<file path="config.mk">
export PLATFORM = sky130hd
export DESIGN_NAME = idr_step
export DESIGN_NICKNAME = d
export VERILOG_FILES = /design/src/rtl/idr_pkg.sv /design/src/rtl/idr_step.sv
export SDC_FILE = /design/constraint.sdc
export NUM_CORES = 1
export LEC_CHECK = 0
export BUFFER_PORTS_ARGS = -buffer_cell sky130_fd_sc_hd__buf_2
export CAP_MARGIN = 20
export CORE_UTILIZATION = 29
export DETAILED_ROUTE_END_ITERATION = 10
export HOLD_SLACK_MARGIN = 0.15
export MAX_ROUTING_LAYER = met4
export PLACE_DENSITY = 0.52
export SYNTH_ARGS = -nofsm -noshare
export SYNTH_HDL_FRONTEND = slang
export SYNTH_SLANG_ARGS = --single-unit
export TNS_END_PERCENT = 30
</file>
<file path="constraint.sdc">
create_clock -name clock -period 4.6 [get_ports clock]
set_clock_uncertainty 0.2 [all_clocks]
set_input_delay 0.46 -clock clock [delete_from_list [all_inputs] [get_ports clock]]
set_output_delay 0.46 -clock clock [all_outputs]
set_load 0.02 [all_outputs]
</file>
<file path="src/rtl/idr_pkg.sv">
// shared types and constants of the 64-bit integer divider
`timescale 1ns / 1ps
`default_nettype none
package idr_pkg;

   // operand and result width
   localparam int IDR_WIDTH = 64;

   // operation codes
   typedef enum logic [1:0] {
      CMD_UDIV = 2'd0,
      CMD_UREM = 2'd1,
      CMD_SDIV = 2'd2,
      CMD_SREM = 2'd3
   } idr_cmd_type;

   // one item in flight through the divide pipeline
   typedef struct packed {
      idr_cmd_type          cmd;
      logic                 nneg;
      logic                 dneg;
      logic                 dz;
      logic [IDR_WIDTH-1:0] rem;
      logic [IDR_WIDTH-1:0] quo;
      logic [IDR_WIDTH-1:0] dvs;
   } idr_work_type;

endpackage
`default_nettype wire

</file>
<file path="src/rtl/idr_step.sv">
// one restoring divide step: shift in a dividend bit, trial subtract
`timescale 1ns / 1ps
`default_nettype none
module idr_step (
   input  wire                                clock,
   input  wire                                reset,
   input  wire                                advance,
   input  wire                                in_valid,
   input  idr_pkg::idr_work_type              in_work,
   output logic                               out_valid,
   output idr_pkg::idr_work_type              out_work
);

   logic                           valid_ff;
   idr_pkg::idr_work_type          work_ff;
   idr_pkg::idr_work_type          work_in;
   logic [idr_pkg::IDR_WIDTH+1:0]  trial;
   logic                           fits;

   // partial remainder times two plus next dividend bit, minus divisor
   always_comb begin
      trial = {1'b0, in_work.rem, in_work.quo[idr_pkg::IDR_WIDTH-1]}
            - {2'b00, in_work.dvs};
      fits  = ~trial[idr_pkg::IDR_WIDTH+1];
      work_in     = in_work;
      work_in.rem = fits ? trial[idr_pkg::IDR_WIDTH-1:0]
                         : {in_work.rem[idr_pkg::IDR_WIDTH-2:0],
                            in_work.quo[idr_pkg::IDR_WIDTH-1]};
      work_in.quo = {in_work.quo[idr_pkg::IDR_WIDTH-2:0], fits};
   end

   // stage register
   always_ff @(posedge clock) begin
      if (reset) begin
         valid_ff <= 1'b0;
      end else if (advance) begin
         valid_ff <= in_valid;
      end
      if (advance) begin
         work_ff <= work_in;
      end
   end

   assign out_valid = valid_ff;
   assign out_work  = work_ff;

endmodule
`default_nettype wire

</file>
After elaboration in Yosys (flattened, before gate mapping)
Cells that the tools add are included.

Bits of input ports: 201. Bits in registers: 198. Output and inout port bits: 198. Logic and storage cells: 11.

Muxes and demuxes: 1. Add/subtract/negate cells: 1. Bitwise operators: 1.

Operators by type and width (count): $sub A65 B64 Y66 (1); $mux W64 (1); $not A1 Y1 (1).

Logic depth before layout (Yosys ltp)
Depth after elaboration: 2. Depth in mapped cells: 14. Gate-level depth less buffers: 14.

Least setup slack after synthesis
OpenSTA, ideal clock, no wires.

Path kind: input -> register. Start point: input port in_work[127] (netlist name). End point: register work_ff (netlist bit out_work[184]) (data pin). Stages on the path: 14. Data arrival time: 3.181 ns. Slack: 0.963 ns. Setup time: 0.256 ns. Path buffers: 0. Required time: 4.144 ns. Path through: inv_1 > ha_1 > inv_1 > fa_1 > a21o_1 > a31oi_1 > o22ai_1 > o2111ai_1 > a211oi_1 > nor3_1 > nor2_1 > a41o_1 > or4_1 > a41o_1.

RTL lines: from (decl) (RTL line idr_step.sv:9) `input idr_pkg::idr_work_type in_work,`; to (signal assigned) (RTL line idr_step.sv:40) `work_ff <= work_in;`; to (decl) (RTL line idr_step.sv:15) `idr_pkg::idr_work_type work_ff;`.

==> impl_metrics.ini <==
[detailed_routing]
drc = 0
wire_per_inst_um = 16.9
viasPerCell = 4.66
drt-total-wl_um = 33600
ant_nets = 0
drt_iter0_markers = 460
vias = 9251
firstDrtPassIters = 5

[cells_and_area]
regArea_um2 = 5940
drive_gt1_share_pct = 30.3
fin_area_um2 = 15500
fin_cells = 1987
synthToLayoutAreaGrowth_pct = 47.3
multi_input_area_um2 = 4140
layout_commonest_cell = buf_2
fill_cells = 3479
nNetsFinal = 1776
final_cell_mix = buf_2 (397), edfxtp_1 (197), dlygate4sd3_1 (175)

[floorplanning]
die_area_um2 = 37000
io-pin-count = 399
die_h_um = 192
rows = 69
coreArea_um2 = 35600
start_util_pct = 29.5
die_w_um = 192

[synthesis]
synth-main-ff-cell = edfxtp_1
syn_area_per_cell_um2 = 11.3
yosys_warnings = 0
ys_ff_latch = 198
synth.area.top_cells = edfxtp_1 (56%), ha_1 (7.6%), a21oi_1 (6.2%)
yosysTopAreaCellShare_pct = 56.4
synth-seq-area-share_pct = 56.5
netlist_area_um2 = 10500
async_flop_share_pct = 0
syn_inst = 928
synth_top_area_cell = edfxtp_1
synth_edf_count = 197
synthesis.nets = 1194
synth_cell_types = 65

[worst_setup_path]
critPathArrivalTime_ns = 4.29
cp_max_fo = 3
rrSetupSlack_ns = 3.27
reg2reg_depth = 3
r2r_start = out_valid
path_cells = dlygate4sd3_1 -> buf_2 -> ha_1 -> inv_1 -> fa_1 -> a21o_1 -> a31oi_1 -> o22ai_1 -> o2111ai_2 -> a211oi_1 -> nor3_1 -> nor2_1 -> a41o_1 -> or4_1 -> a41o_1
crit_top_cell = a41o_1
critPathCaptureType = flop
cp.depth = 15
critical_path_buf_inv_count = 3
max_stage_delay_ns = 0.52
crit_path_start = in_work[0]
crit_type = in2reg
r2r-end = out_valid
cp.required_ns = 4.61
critPathTopFamily = compound AO/OA/AOI/OAI gates
crit_path_end = out_work[184]
crit_path_start_kind = input port
cpMaxStageDelayCell = dlygate4sd3_1

[power]
ir_worst_vdd_uv = 260
cell_internal_pwr_w = 0.00357
power_switching_w = 0.00167
p_leak_nw = 6.77
power_frac_comb_pct = 27.4
p_sw_share_pct = 31.9
seq_power_share_pct = 43.2
p_per_area_nw_per_um2 = 339
p_clk_share_pct = 29.4

[job]
maxCapViolCount = 0

[cts]
clock-sinks = 198
clk_path_buf_depth = 2
clk_pin_slew_worst_paths_ns = 0.08
cts_root_buffer = clkbuf_16
cts_setup_buffers = 0
clk-insertion-delay-late_ns = 0.45
cts_tree = built
cts_max_level = 4
numCtsBuffers = 17

[place]
placed_cell_area_um2 = 13100
place_inst = 1777
dp_hpwl_um = 25800
io_buffers = 398
globalplace.congestion = 0.870

[sta]
finalCritPeriodShare_pct = 93.2
finalSetupViolCount = 0
layout_min_cycle_time_ns = 4.29
hold_viol = 0
whs_ns = 0.183
timing.slew.headroom_pct = 45.5
rsz0062_at_grt = yes
maxSlewViolCount = 0
tightest_slew_ns = 0.817
max_freq_mhz = 233

[hold_path]
min_path_cells = 3
hold_class = in2reg

[outcome]
status = finished, final reports clean

[global_route]
grt-ovfl-total = 0
grt_max_degree = 98
grt_pass1_wl_um = 49900
grt_pass1_vias = 9220
track_usage_pct = 18.3
antenna_found_initial = 3
-- stage by stage --
step / utilization [%] / setup TNS (ns) / power [W] / setup WS (ns)
6_report: 43.5 / 0 / 0.00524 / 0.313
5_1_grt: 43.5 / -0.0130 / 0.00551 / -0.0130
4_1_cts: 43.4 / 0 / 0.00532 / 0.209
3_5_place_dp: 36.8 / 0 / 0.00363 / 0.237
3_3_place_gp: 36.8 / 0 / 0.00362 / 0.264
2_1_floorplan: - / 0 / 0.00312 / 0.963
-- per-layer routing --
metal	share of wire [%]	routed length [um]	up-vias	GRT usage, %
met5	0	0	-	-
met4	1.9	642	0	6.03
met3	6.2	2080	33	3.73
met2	48	16200	292	30.3
met1	44	14700	4345	22.1
li1	-	-	4581	-
-- how the worst min path moves through the flow --
| stage | startpoint | end | slack [ns] |
|---|---|---|---|
| 2_1_floorplan | reset | out_valid | 0.33 |
| 4_1_cts | in_work[142] | out_work[143] | 0.15 |
| 3_3_place_gp | out_valid | out_valid | 0.28 |
| 5_1_grt | in_work[142] | out_work[143] | 0.15 |
| 3_5_place_dp | out_valid | out_valid | 0.28 |
| 6_report | in_work[171] | out_work[172] | 0.18 |
-- cell families after synthesis --
kind of cell | Yosys count | synth area share, %
AO/OA/AOI/OAI | 266 | 16.2
XOR/XNOR | 57 | 4.76
AND/OR/NAND/NOR | 221 | 9.30
flip-flops | 198 | 56.5
multiplexers | 12 | 1.28
adder cells (fa/ha/maj) | 65 | 7.82
buffers and inverters | 109 | 4.12
-- synth_stat cells (3+ instances only) --
library cell	count
edfxtp_1	197
a21oi_1	130
nor2_1	92
inv_1	86
nand2_1	66
ha_1	64
xnor2_1	36
o21ai_0	27
a21o_1	22
xor2_1	21
o21bai_1	14
buf_2	13
nand3_1	13
nand4_1	12
mux2_1	11
clkbuf_1	8
a211oi_1	7
a31oi_1	7
o21a_1	7
a41o_1	5
nor2b_1	5
nor3_1	5
and3_1	4
nand2b_1	4
o211ai_1	4
o221ai_1	4
or3_1	4
a221o_1	3
and2_1	3
nor4_1	3
o21ai_1	3
o31a_1	3
or2_2	3
-- registers in the layout (all words and copies together), names as in the netlist --
signal,cells
out_work,197
out_valid,1
-- worst reg2reg max path, stage by stage, from the launching register on --
cell and delay (ns):
dfxtp_1 0.32, mux2i_1 0.12, nor2_1 0.05, dlygate4sd3_1 0.54
-- what timing repair did --
action	in CTS	in global routing
endpoints found under the setup margin	0	2
hold endpoints to repair	174	0
gates resized for setup	0	1
hold buffers	175	0
-- cell type report --
type	count	share of cell area, %
antenna	3	0.0486
clock inverter	14	1.06
sequential	198	38.4
inverter	86	2.09
clock buffer	18	2.78
tap	461	3.73
multi-input combinational	621	26.7
timing repair buffer	586	25.2
-- power groups by stage --
stage / Clock, W / Combinational, W / Sequential (W)
floorplan: 0 / 0.000564 / 0.00256
global placement: 0 / 0.00132 / 0.00230
detailed placement: 0 / 0.00132 / 0.00230
CTS: 0.00161 / 0.00145 / 0.00227
global route: 0.00165 / 0.00157 / 0.00229
finish: 0.00154 / 0.00144 / 0.00226
Note: power is estimated with default switching activity, not from simulation.
