==> config.mk <==
export PLATFORM = sky130hd
export DESIGN_NAME = idr_prep
export DESIGN_NICKNAME = d
export VERILOG_FILES = /design/src/rtl/idr_pkg.sv /design/src/rtl/idr_prep.sv
export SDC_FILE = /design/constraint.sdc
export NUM_CORES = 1
export LEC_CHECK = 0
export BUFFER_PORTS_ARGS = -buffer_cell sky130_fd_sc_hd__buf_2
export CORE_MARGIN = 5
export CORE_UTILIZATION = 40
export DETAILED_ROUTE_END_ITERATION = 8
export PLACE_DENSITY = 0.82
export SYNTH_ARGS = -nofsm -noshare
export SYNTH_HDL_FRONTEND = slang
export SYNTH_SLANG_ARGS = --single-unit
==> constraint.sdc <==
create_clock -name clock -period 2.8 [get_ports clock]
set_input_delay 0.42 -clock clock [delete_from_list [all_inputs] [get_ports clock]]
set_output_delay 0.42 -clock clock [all_outputs]
set_load 0.01 [all_outputs]
==> src/rtl/idr_pkg.sv <==
// shared types and constants of the 64-bit integer divider
`timescale 1ns / 1ps
`default_nettype none
package idr_pkg;

   // operand and result width
   localparam int IDR_WIDTH = 64;

   // operation codes
   typedef enum logic [1:0] {
      CMD_UDIV = 2'd0,
      CMD_UREM = 2'd1,
      CMD_SDIV = 2'd2,
      CMD_SREM = 2'd3
   } idr_cmd_type;

   // one item in flight through the divide pipeline
   typedef struct packed {
      idr_cmd_type          cmd;
      logic                 nneg;
      logic                 dneg;
      logic                 dz;
      logic [IDR_WIDTH-1:0] rem;
      logic [IDR_WIDTH-1:0] quo;
      logic [IDR_WIDTH-1:0] dvs;
   } idr_work_type;

endpackage
`default_nettype wire

==> src/rtl/idr_prep.sv <==
// entry stage: operand magnitudes, sign flags and zero divisor check
`timescale 1ns / 1ps
`default_nettype none
module idr_prep (
   input  wire                                clock,
   input  wire                                reset,
   input  wire                                advance,
   input  wire                                in_valid,
   input  wire  [1:0]                         in_command,
   input  wire  [idr_pkg::IDR_WIDTH-1:0]      in_dividend,
   input  wire  [idr_pkg::IDR_WIDTH-1:0]      in_divisor,
   output logic                               out_valid,
   output idr_pkg::idr_work_type              out_work
);

   logic                  valid_ff;
   idr_pkg::idr_work_type work_ff;
   idr_pkg::idr_work_type work_in;
   idr_pkg::idr_cmd_type  cmd;
   logic                  is_signed;

   // sign handling: signed commands work on magnitudes
   always_comb begin
      cmd          = idr_pkg::idr_cmd_type'(in_command);
      is_signed    = (cmd == idr_pkg::CMD_SDIV) || (cmd == idr_pkg::CMD_SREM);
      work_in.cmd  = cmd;
      work_in.nneg = is_signed && in_dividend[idr_pkg::IDR_WIDTH-1];
      work_in.dneg = is_signed && in_divisor[idr_pkg::IDR_WIDTH-1];
      work_in.dz   = (in_divisor == '0);
      work_in.rem  = '0;
      work_in.quo  = work_in.nneg ? (~in_dividend + 1'b1) : in_dividend;
      work_in.dvs  = work_in.dneg ? (~in_divisor + 1'b1) : in_divisor;
   end

   // stage register
   always_ff @(posedge clock) begin
      if (reset) begin
         valid_ff <= 1'b0;
      end else if (advance) begin
         valid_ff <= in_valid;
      end
      if (advance) begin
         work_ff <= work_in;
      end
   end

   assign out_valid = valid_ff;
   assign out_work  = work_ff;

endmodule
`default_nettype wire

# Word-level counts from Yosys, hierarchy flattened
# Cells that the tools add are included.
dict set report op_classes {
  n_addsub 2
  n_eq_ne 2
  n_mux 2
  n_bitwise 2
  n_reduce_logical 4
}
# operator count
set op_table {}
lappend op_table {{$add A64 B1 Y64 const B} 2}
lappend op_table {{$mux W64} 2}
lappend op_table {{$not A64 Y64} 2}
lappend op_table {{$logic_not A64 Y1} 1}
lappend op_table {{$eq A2 B2 Y1 const B} 2}
lappend op_table {{$logic_and A1 B1 Y1} 2}
lappend op_table {{$logic_or A1 B1 Y1} 1}
dict set report totals {
  ff_bits 134
  inputBits 134
  output_inout_bits 198
  wordCells 19
}

# Logic depth before layout (Yosys ltp)
# Gate-level depths: netlist of run 1.
dict set report depth {
  ltp_word 4
  mapped_depth 8
  depth_no_buf 7
}

# Worst setup path after synthesis of run 1
# Ideal clock, no wire load.
dict set report synth_path {
  path_type {in2reg}
  startpoint {input port in_divisor[1] (netlist bit)}
  endpoint {register work_ff, in the netlist out_work[54] (data pin)}
  setup_ns 0.264
  arrival_time_ns 2.400
  required_time_ns 2.536
  path_slack_ns 0.136
  path_stages 8
  path_buffers 1
  cell_sequence {inv_1 -> ha_1 -> or4b_2 -> or3_1 -> clkbuf_1 -> nor4_2 -> a31oi_1 -> xor2_1}
}
# element line_no
set synth_lines {}
lappend synth_lines {{start: declaration} idr_prep.sv:11} ;# input wire [idr_pkg::IDR_WIDTH-1:0] in_divisor,
lappend synth_lines {{end signal: assignment} idr_prep.sv:43} ;# work_ff <= work_in;
lappend synth_lines {{end: declaration} idr_prep.sv:17} ;# idr_pkg::idr_work_type work_ff;

==> results of run 1 <==
-- worst max path at each step --
| stage | from | endpoint | slack, ps | cells past startpoint |
|---|---|---|---|---|
| 2_1_floorplan | in_divisor[1] | out_work[54] | 140 | 8 |
| 3_3_place_gp | in_divisor[1] | out_work[60] | -180 | 9 |
| 3_5_place_dp | in_divisor[1] | out_work[60] | -240 | 9 |
| 4_1_cts | in_divisor[1] | out_work[60] | 210 | 9 |
| 5_1_grt | in_divisor[1] | out_work[60] | -2 | 9 |
| 6_report | in_divisor[1] | out_work[60] | 170 | 9 |
-- metal layers --
metal	up-vias	wire length, um
li1	2986	-
met1	3037	8690
met2	371	12200
met3	49	1890
met4	0	675
met5	-	0
-- state kept, by name (all words and copies together), names as in the netlist --
name       flops
out_valid      1
out_work     133
-- power by group through the flow --
stage | sequential (mW) | clock [mW] | combinational (mW)
global placement | 2.56 | 0 | 0.900
global route | 2.54 | 2.46 | 0.991
finish | 2.52 | 2.34 | 0.919
detailed placement | 2.56 | 0 | 0.920
CTS | 2.52 | 2.38 | 0.923
floorplan | 2.67 | 0 | 0.355
-- cell usage in the layout, fill, tap and decap left out, types with 2 or more instances in the layout --
cell,netlist,routed
xor2_1,63,63
diode_2,0,2
o31ai_1,19,19
bufinv_16,0,4
nand4_2,2,2
conb_1,1,64
nor4_2,2,2
o21ai_0,15,15
clkinv_4,0,3
buf_2,1,266
or4_1,14,14
edfxtp_1,133,133
and2_1,3,3
xnor2_1,58,58
nor3_1,40,40
nor4b_1,3,3
a41oi_1,2,2
nand3_1,9,9
buf_4,64,36
ha_1,2,2
nor2_1,50,50
o31ai_2,2,2
clkinv_2,0,2
nor4_1,22,22
nand2_1,24,24
inv_1,13,13
and3_1,3,3
clkinvlp_4,0,2
a21oi_1,31,31
or3_1,12,12
o41ai_1,11,11
buf_12,0,2
or2_2,3,3
a31oi_1,20,20
nand4_1,10,10
nand2b_1,2,2
clkbuf_16,0,17
-- area by class of cell --
| class | count | area [sq um] | share of cell area |
|---|---|---|---|
| Multi-Input combinational cell | 501 | 3160 | 0.323 |
| Inverter | 13 | 48.8 | 0.00499 |
| Antenna cell | 2 | 5.00 | 0.000511 |
| Sequential cell | 134 | 4010 | 0.410 |
| Tap cell | 234 | 293 | 0.0299 |
| Timing Repair Buffer | 305 | 1650 | 0.169 |
| Clock inverter | 12 | 180 | 0.0184 |
| Clock buffer | 18 | 429 | 0.0439 |
-- metrics by stage --
stage,hold slack (ps),utilization,cells,setup slack (ps),power [mW]
floorplan,492,-,729,136,3.02
global placement,468,0.492,1187,-181,3.46
detailed placement,496,0.492,1187,-240,3.48
CTS,133,0.525,1217,209,5.83
global route,144,0.525,1218,-1.75,5.99
finish,158,0.525,1219,173,5.78
-- kinds of logic (layout without fill, tap and decap cells) --
family,count (synthesis),count (layout),synth area share
mux,1,1,0.00133
compound gates,104,104,0.0902
flops,134,134,0.533
other cells,1,66,0.000498
buf+inv,94,348,0.0789
xor+xnor,121,121,0.141
fa+ha+maj,2,2,0.00332
simple gates,209,209,0.153
-- timing repair --
action,CTS,global route
hold endpoints to repair,0,0
hold buffers,0,0
setup buffers,0,0
setup endpoints to repair,0,1
==> run_results.csv, run 1 <==
group,metric,value,unit
logic_synthesis,synth_area,0.00754,sq mm
timing,rsz0062_at_grt,"true",
power,leakage,4.03,nW
timing,drv_slew,0,
min_path,hold_end,"out_valid",
timing,period_share,0.938,
logic_synthesis,synth_edf_count,133,
timing,finalSetupTns,0,ps
detailed_routing,drt_iter0_drc,433,
timing,clock_skew,0,ps
global_routing,grt_usage,0.210,
global_routing,grt-ovfl-total,0,
detailed_routing,ant_nets,0,
placed_design,place_area,0.00917,sq mm
critical_path,end_kind,"register",
logic_synthesis,avgSynthCellArea,11.3,sq um
detailed_routing,viasPerCell,5.29,
clock_tree,clk_path_buf_depth,2,
power,swShare,0.256,
floorplan,core.rowCount,50,
logic_synthesis,synth_ff_type,"edfxtp_1",
global_routing,use_met1,0.231,
min_path,min_path_cells,2,
critical_path,r2r_slack,2210,ps
clock_tree,insertion_delay,410,ps
layout,drive_gt1_frac,0.356,
power,p_comb_frac,0.159,
layout,area_delta_synth_final,29.9,%
global_routing,antenna_found_initial,1,
logic_synthesis,ys_ff_latch,134,
detailed_routing,num_vias,6443,
critical_path,cp.required,2960,ps
power,seq_power_share,0.436,
placed_design,portBuffers,267,
layout,nNetsFinal,1108,
logic_synthesis,seq_area_frac_synth,0.533,
logic_synthesis,synthTopCellsByCount,"edfxtp_1 (133), buf_4 (64), xor2_1 (63)",
power,switchingPower,1.48,mW
logic_synthesis,synth.distinct_cells,47,
detailed_routing,drtPass1Iterations,5,
global_routing,grt_use_met2,0.392,
critical_path,worstSetupPathType,"input pin to register",
global_routing,grt_start_max_net_pins,50,
timing,post-route-min-period,2630,ps
critical_path,cp_top_family,"simple AND/OR/NAND/NOR gates",
global_routing,grt_pass1_vias,6600,
clock_tree,cts-buffers-inserted,17,
global_routing,grt_pass1_wl,35700,um
clock_tree,h-tree-depth,4,
timing,hold_viol,0,
logic_synthesis,synth_top_area_cell,"edfxtp_1",
floorplan,dieArea,0.0217,sq mm
power,p_int,4.30,mW
critical_path,path_cells,"buf_2 > inv_1 > ha_1 > or4b_2 > nor4_1 > buf_4 > nand4b_1 > o41ai_1 > xnor2_1",
critical_path,worstReg2RegStart,"out_valid",
power,clockPowerShare,0.405,
clock_tree,ctsResizeCount,0,
logic_synthesis,synth.area.top_cells,"edfxtp_1 (53%), xor2_1 (7.3%), xnor2_1 (6.7%)",
floorplan,fp.dieW,147,um
flow_run,cap_violations,0,
logic_synthesis,yosysWarningCount,0,
timing,relSlewSlack,0.646,
critical_path,cp_slowest_cell,"or4b_2",
layout,final_area,0.00979,sq mm
outcome,status,"completed",
critical_path,start_kind,"input pin",
timing,setup_viol,0,
critical_path,timing.rr.end,"out_valid",
critical_path,r2r_cells,2,
min_path,min_from,"reset",
critical_path,cp.arrival,2790,ps
placed_design,gp_congestion,0.932,
critical_path,cp_num_buf_inv,3,
clock_tree,root_buffer,"clkbuf_16",
global_routing,met3_usage,0.0478,
logic_synthesis,synth_top_area_frac,0.530,
logic_synthesis,async_flop_share,0,
min_path,hold_class,"input pin to register",
power,p_per_area,591,mW/mm^2
timing,max_freq,381,MHz
detailed_routing,wl,23500,um
critical_path,cp_max_fo,7,
layout,fillers,1657,
logic_synthesis,yosysMostFrequentCell,"edfxtp_1",
floorplan,start_util,0.404,
clock_tree,cts_tree,"done",
critical_path,max_stage_delay,670,ps
detailed_routing,remaining_drc_errors,0,
global_routing,gr-max-usage-layer,"met2",
timing,worst_slew_pin_slew,531,ps
detailed_routing,avgRoutedWirePerCell,19.3,um
floorplan,core_area,0.0186,sq mm
placed_design,place_hpwl,18600,um
power,ir_worst_vdd,402,uV
logic_synthesis,netlist_instances,666,
floorplan,die_y,147,um
floorplan,ios,332,
clock_tree,cts.sinks,134,
clock_tree,path_clk_slew,60,ps
Note: power is estimated with default switching activity, not from simulation.
==> inputs of run 2 (changes only) <==
==> constraint.sdc (replaced) <==
create_clock -name clock -period 2.8 [get_ports clock]
set_input_delay 0.14 -clock clock [delete_from_list [all_inputs] [get_ports clock]]
set_output_delay 0.14 -clock clock [all_outputs]
set_load 0.01 [all_outputs]
==> run 2 against run 1 <==
Register-to-register slack worse by 550 ps; critical path depth increased by 1; worst setup slack got worse by 76 ps; utilization shrank 0.18 points; power down 0.21%; non-clock buffer count down 7; final area decreased by 0.35%; global-route usage fell by 0.21 points; combinational power barely moved; flip-flop and latch count unchanged; first-iteration DRC count decreased by 2.3%; critical path type unchanged; highest routed layer unchanged.
==> run_results.csv, run 2 (synthesis gave the netlist of run 1 again) <==
group,metric,value,unit
clock_tree,insertion_delay,410,ps
layout,area_delta_synth_final,29.4,%
floorplan,dieArea,0.0217,sq mm
timing,finalSetupTns,0,ps
placed_design,portBuffers,267,
clock_tree,path_clk_slew,60,ps
placed_design,gp_congestion,0.886,
detailed_routing,avgRoutedWirePerCell,19.5,um
floorplan,ios,332,
floorplan,die_y,147,um
timing,period_share,0.965,
power,p_per_area,591,mW/mm^2
critical_path,cp_slowest_cell,"or4b_2",
critical_path,worstSetupPathType,"input pin to register",
critical_path,start_kind,"input pin",
critical_path,cp.required,2950,ps
clock_tree,cts_tree,"done",
detailed_routing,wl,23600,um
clock_tree,root_buffer,"clkbuf_16",
power,ir_worst_vdd,409,uV
power,leakage,3.99,nW
layout,final_cell_mix,"buf_2 (266), edfxtp_1 (133), conb_1 (64)",
layout,post-route-util,0.523,
timing,hold_viol,0,
layout,fillers,1660,
global_routing,grt_usage,0.208,
layout,final_area,0.00975,sq mm
flow_run,cap_violations,0,
timing,max_freq,370,MHz
critical_path,end_kind,"register",
outcome,status,"completed",
layout,drive_gt1_frac,0.350,
global_routing,grt_pass1_wl,35300,um
min_path,hold_class,"input pin to register",
layout,nNetsFinal,1101,
floorplan,core_area,0.0186,sq mm
global_routing,grt_start_max_net_pins,85,
floorplan,core.rowCount,50,
timing,rsz0062_at_grt,"false",
timing,drv_slew,0,
global_routing,grt-ovfl-total,0,
detailed_routing,drt_iter0_drc,423,
critical_path,cp.arrival,2850,ps
timing,worst_slew_pin_slew,1090,ps
placed_design,place_hpwl,18400,um
placed_design,place_area,0.00907,sq mm
global_routing,grt_pass1_vias,6424,
clock_tree,cts-buffers-inserted,17,
detailed_routing,remaining_drc_errors,0,
floorplan,fp.dieW,147,um
layout,mostFrequentLayoutCell,"buf_2",
detailed_routing,ant_nets,0,
layout,largest_register_ffs,133,
critical_path,path_cells,"dlygate4sd3_1 > buf_2 > inv_1 > ha_1 > or4b_2 > or3_4 > nor4_2 > buf_4 > a21oi_1 > xor2_1",
detailed_routing,viasPerCell,5.36,
clock_tree,h-tree-depth,4,
timing,post-route-min-period,2700,ps
clock_tree,cts.sinks,134,
clock_tree,clk_path_buf_depth,2,
critical_path,cp_max_fo,4,
floorplan,start_util,0.404,
detailed_routing,num_vias,6497,
detailed_routing,drtPass1Iterations,5,
timing,clock_skew,0,ps
global_routing,antenna_found_initial,1,
timing,relSlewSlack,0.275,
critical_path,max_stage_delay,670,ps
timing,setup_viol,0,
run 2: routing by layer:
layer / GRT usage / wire length (um) / up-vias
li1: - / - / 2977
met3: 0.0503 / 2250 / 55
met2: 0.381 / 12300 / 439
met5: 0 / 0 / -
met1: 0.235 / 8450 / 3026
met4: 0.0774 / 645 / 0
run 2: repair_timing:
item	in CTS	in global routing
hold buffers	5	0
resized for setup	0	4
setup buffers	0	0
hold endpoints to repair	4	0
endpoints found under the setup margin	0	9
run 2: area by class of cell:
cell class              count  area, sq um  area share
flip-flops and latches    134         4010       0.412
multi-input cells         501         3190       0.327
well taps                 234          293      0.0300
clock buffers              19          433      0.0444
diodes                      1         2.50    0.000257
inverters                  13         48.8     0.00500
repair buffers            298         1600       0.164
clock inverters            13          170      0.0174
run 2: power breakdown:
group	internal (mW)	leakage, nW	switching (mW)	total, mW
Sequential	2.46	1.31	0.0586	2.52
Combinational	0.354	2.39	0.568	0.921
Clock	1.42	0.287	0.912	2.33
Total	4.23	3.99	1.54	5.77
run 2: path summary, 6_finish.rpt:
kind         cells past startpoint  slack [ps]           from       endpoint
min                              1          30        advance  out_work[106]
max reg2reg                      3        1660      out_valid      out_valid
max                             10         100  in_divisor[0]   out_work[38]
min reg2reg                      3        1050      out_valid      out_valid
run 2: worst max-delay path, delay by kind of cell:
| kind | cells | cell delay [ps] |
|---|---|---|
| buffers and inverters | 4 | 900 |
| AND/OR/NAND/NOR | 3 | 1360 |
| XOR/XNOR | 1 | 180 |
| adder cells (fa/ha/maj) | 1 | 170 |
| AO/OA/AOI/OAI | 1 | 80 |
run 2: through the flow:
stage               hold WS, ps  cells  setup WS [ps]  power [mW]
finish                     33.2   1213           97.0        5.77
global route               7.03   1213           13.2        5.99
CTS                        14.0   1212           39.4        5.81
detailed placement          304   1175            164        3.48
global placement            297   1175            243        3.45
floorplan                   212    729            416        3.02
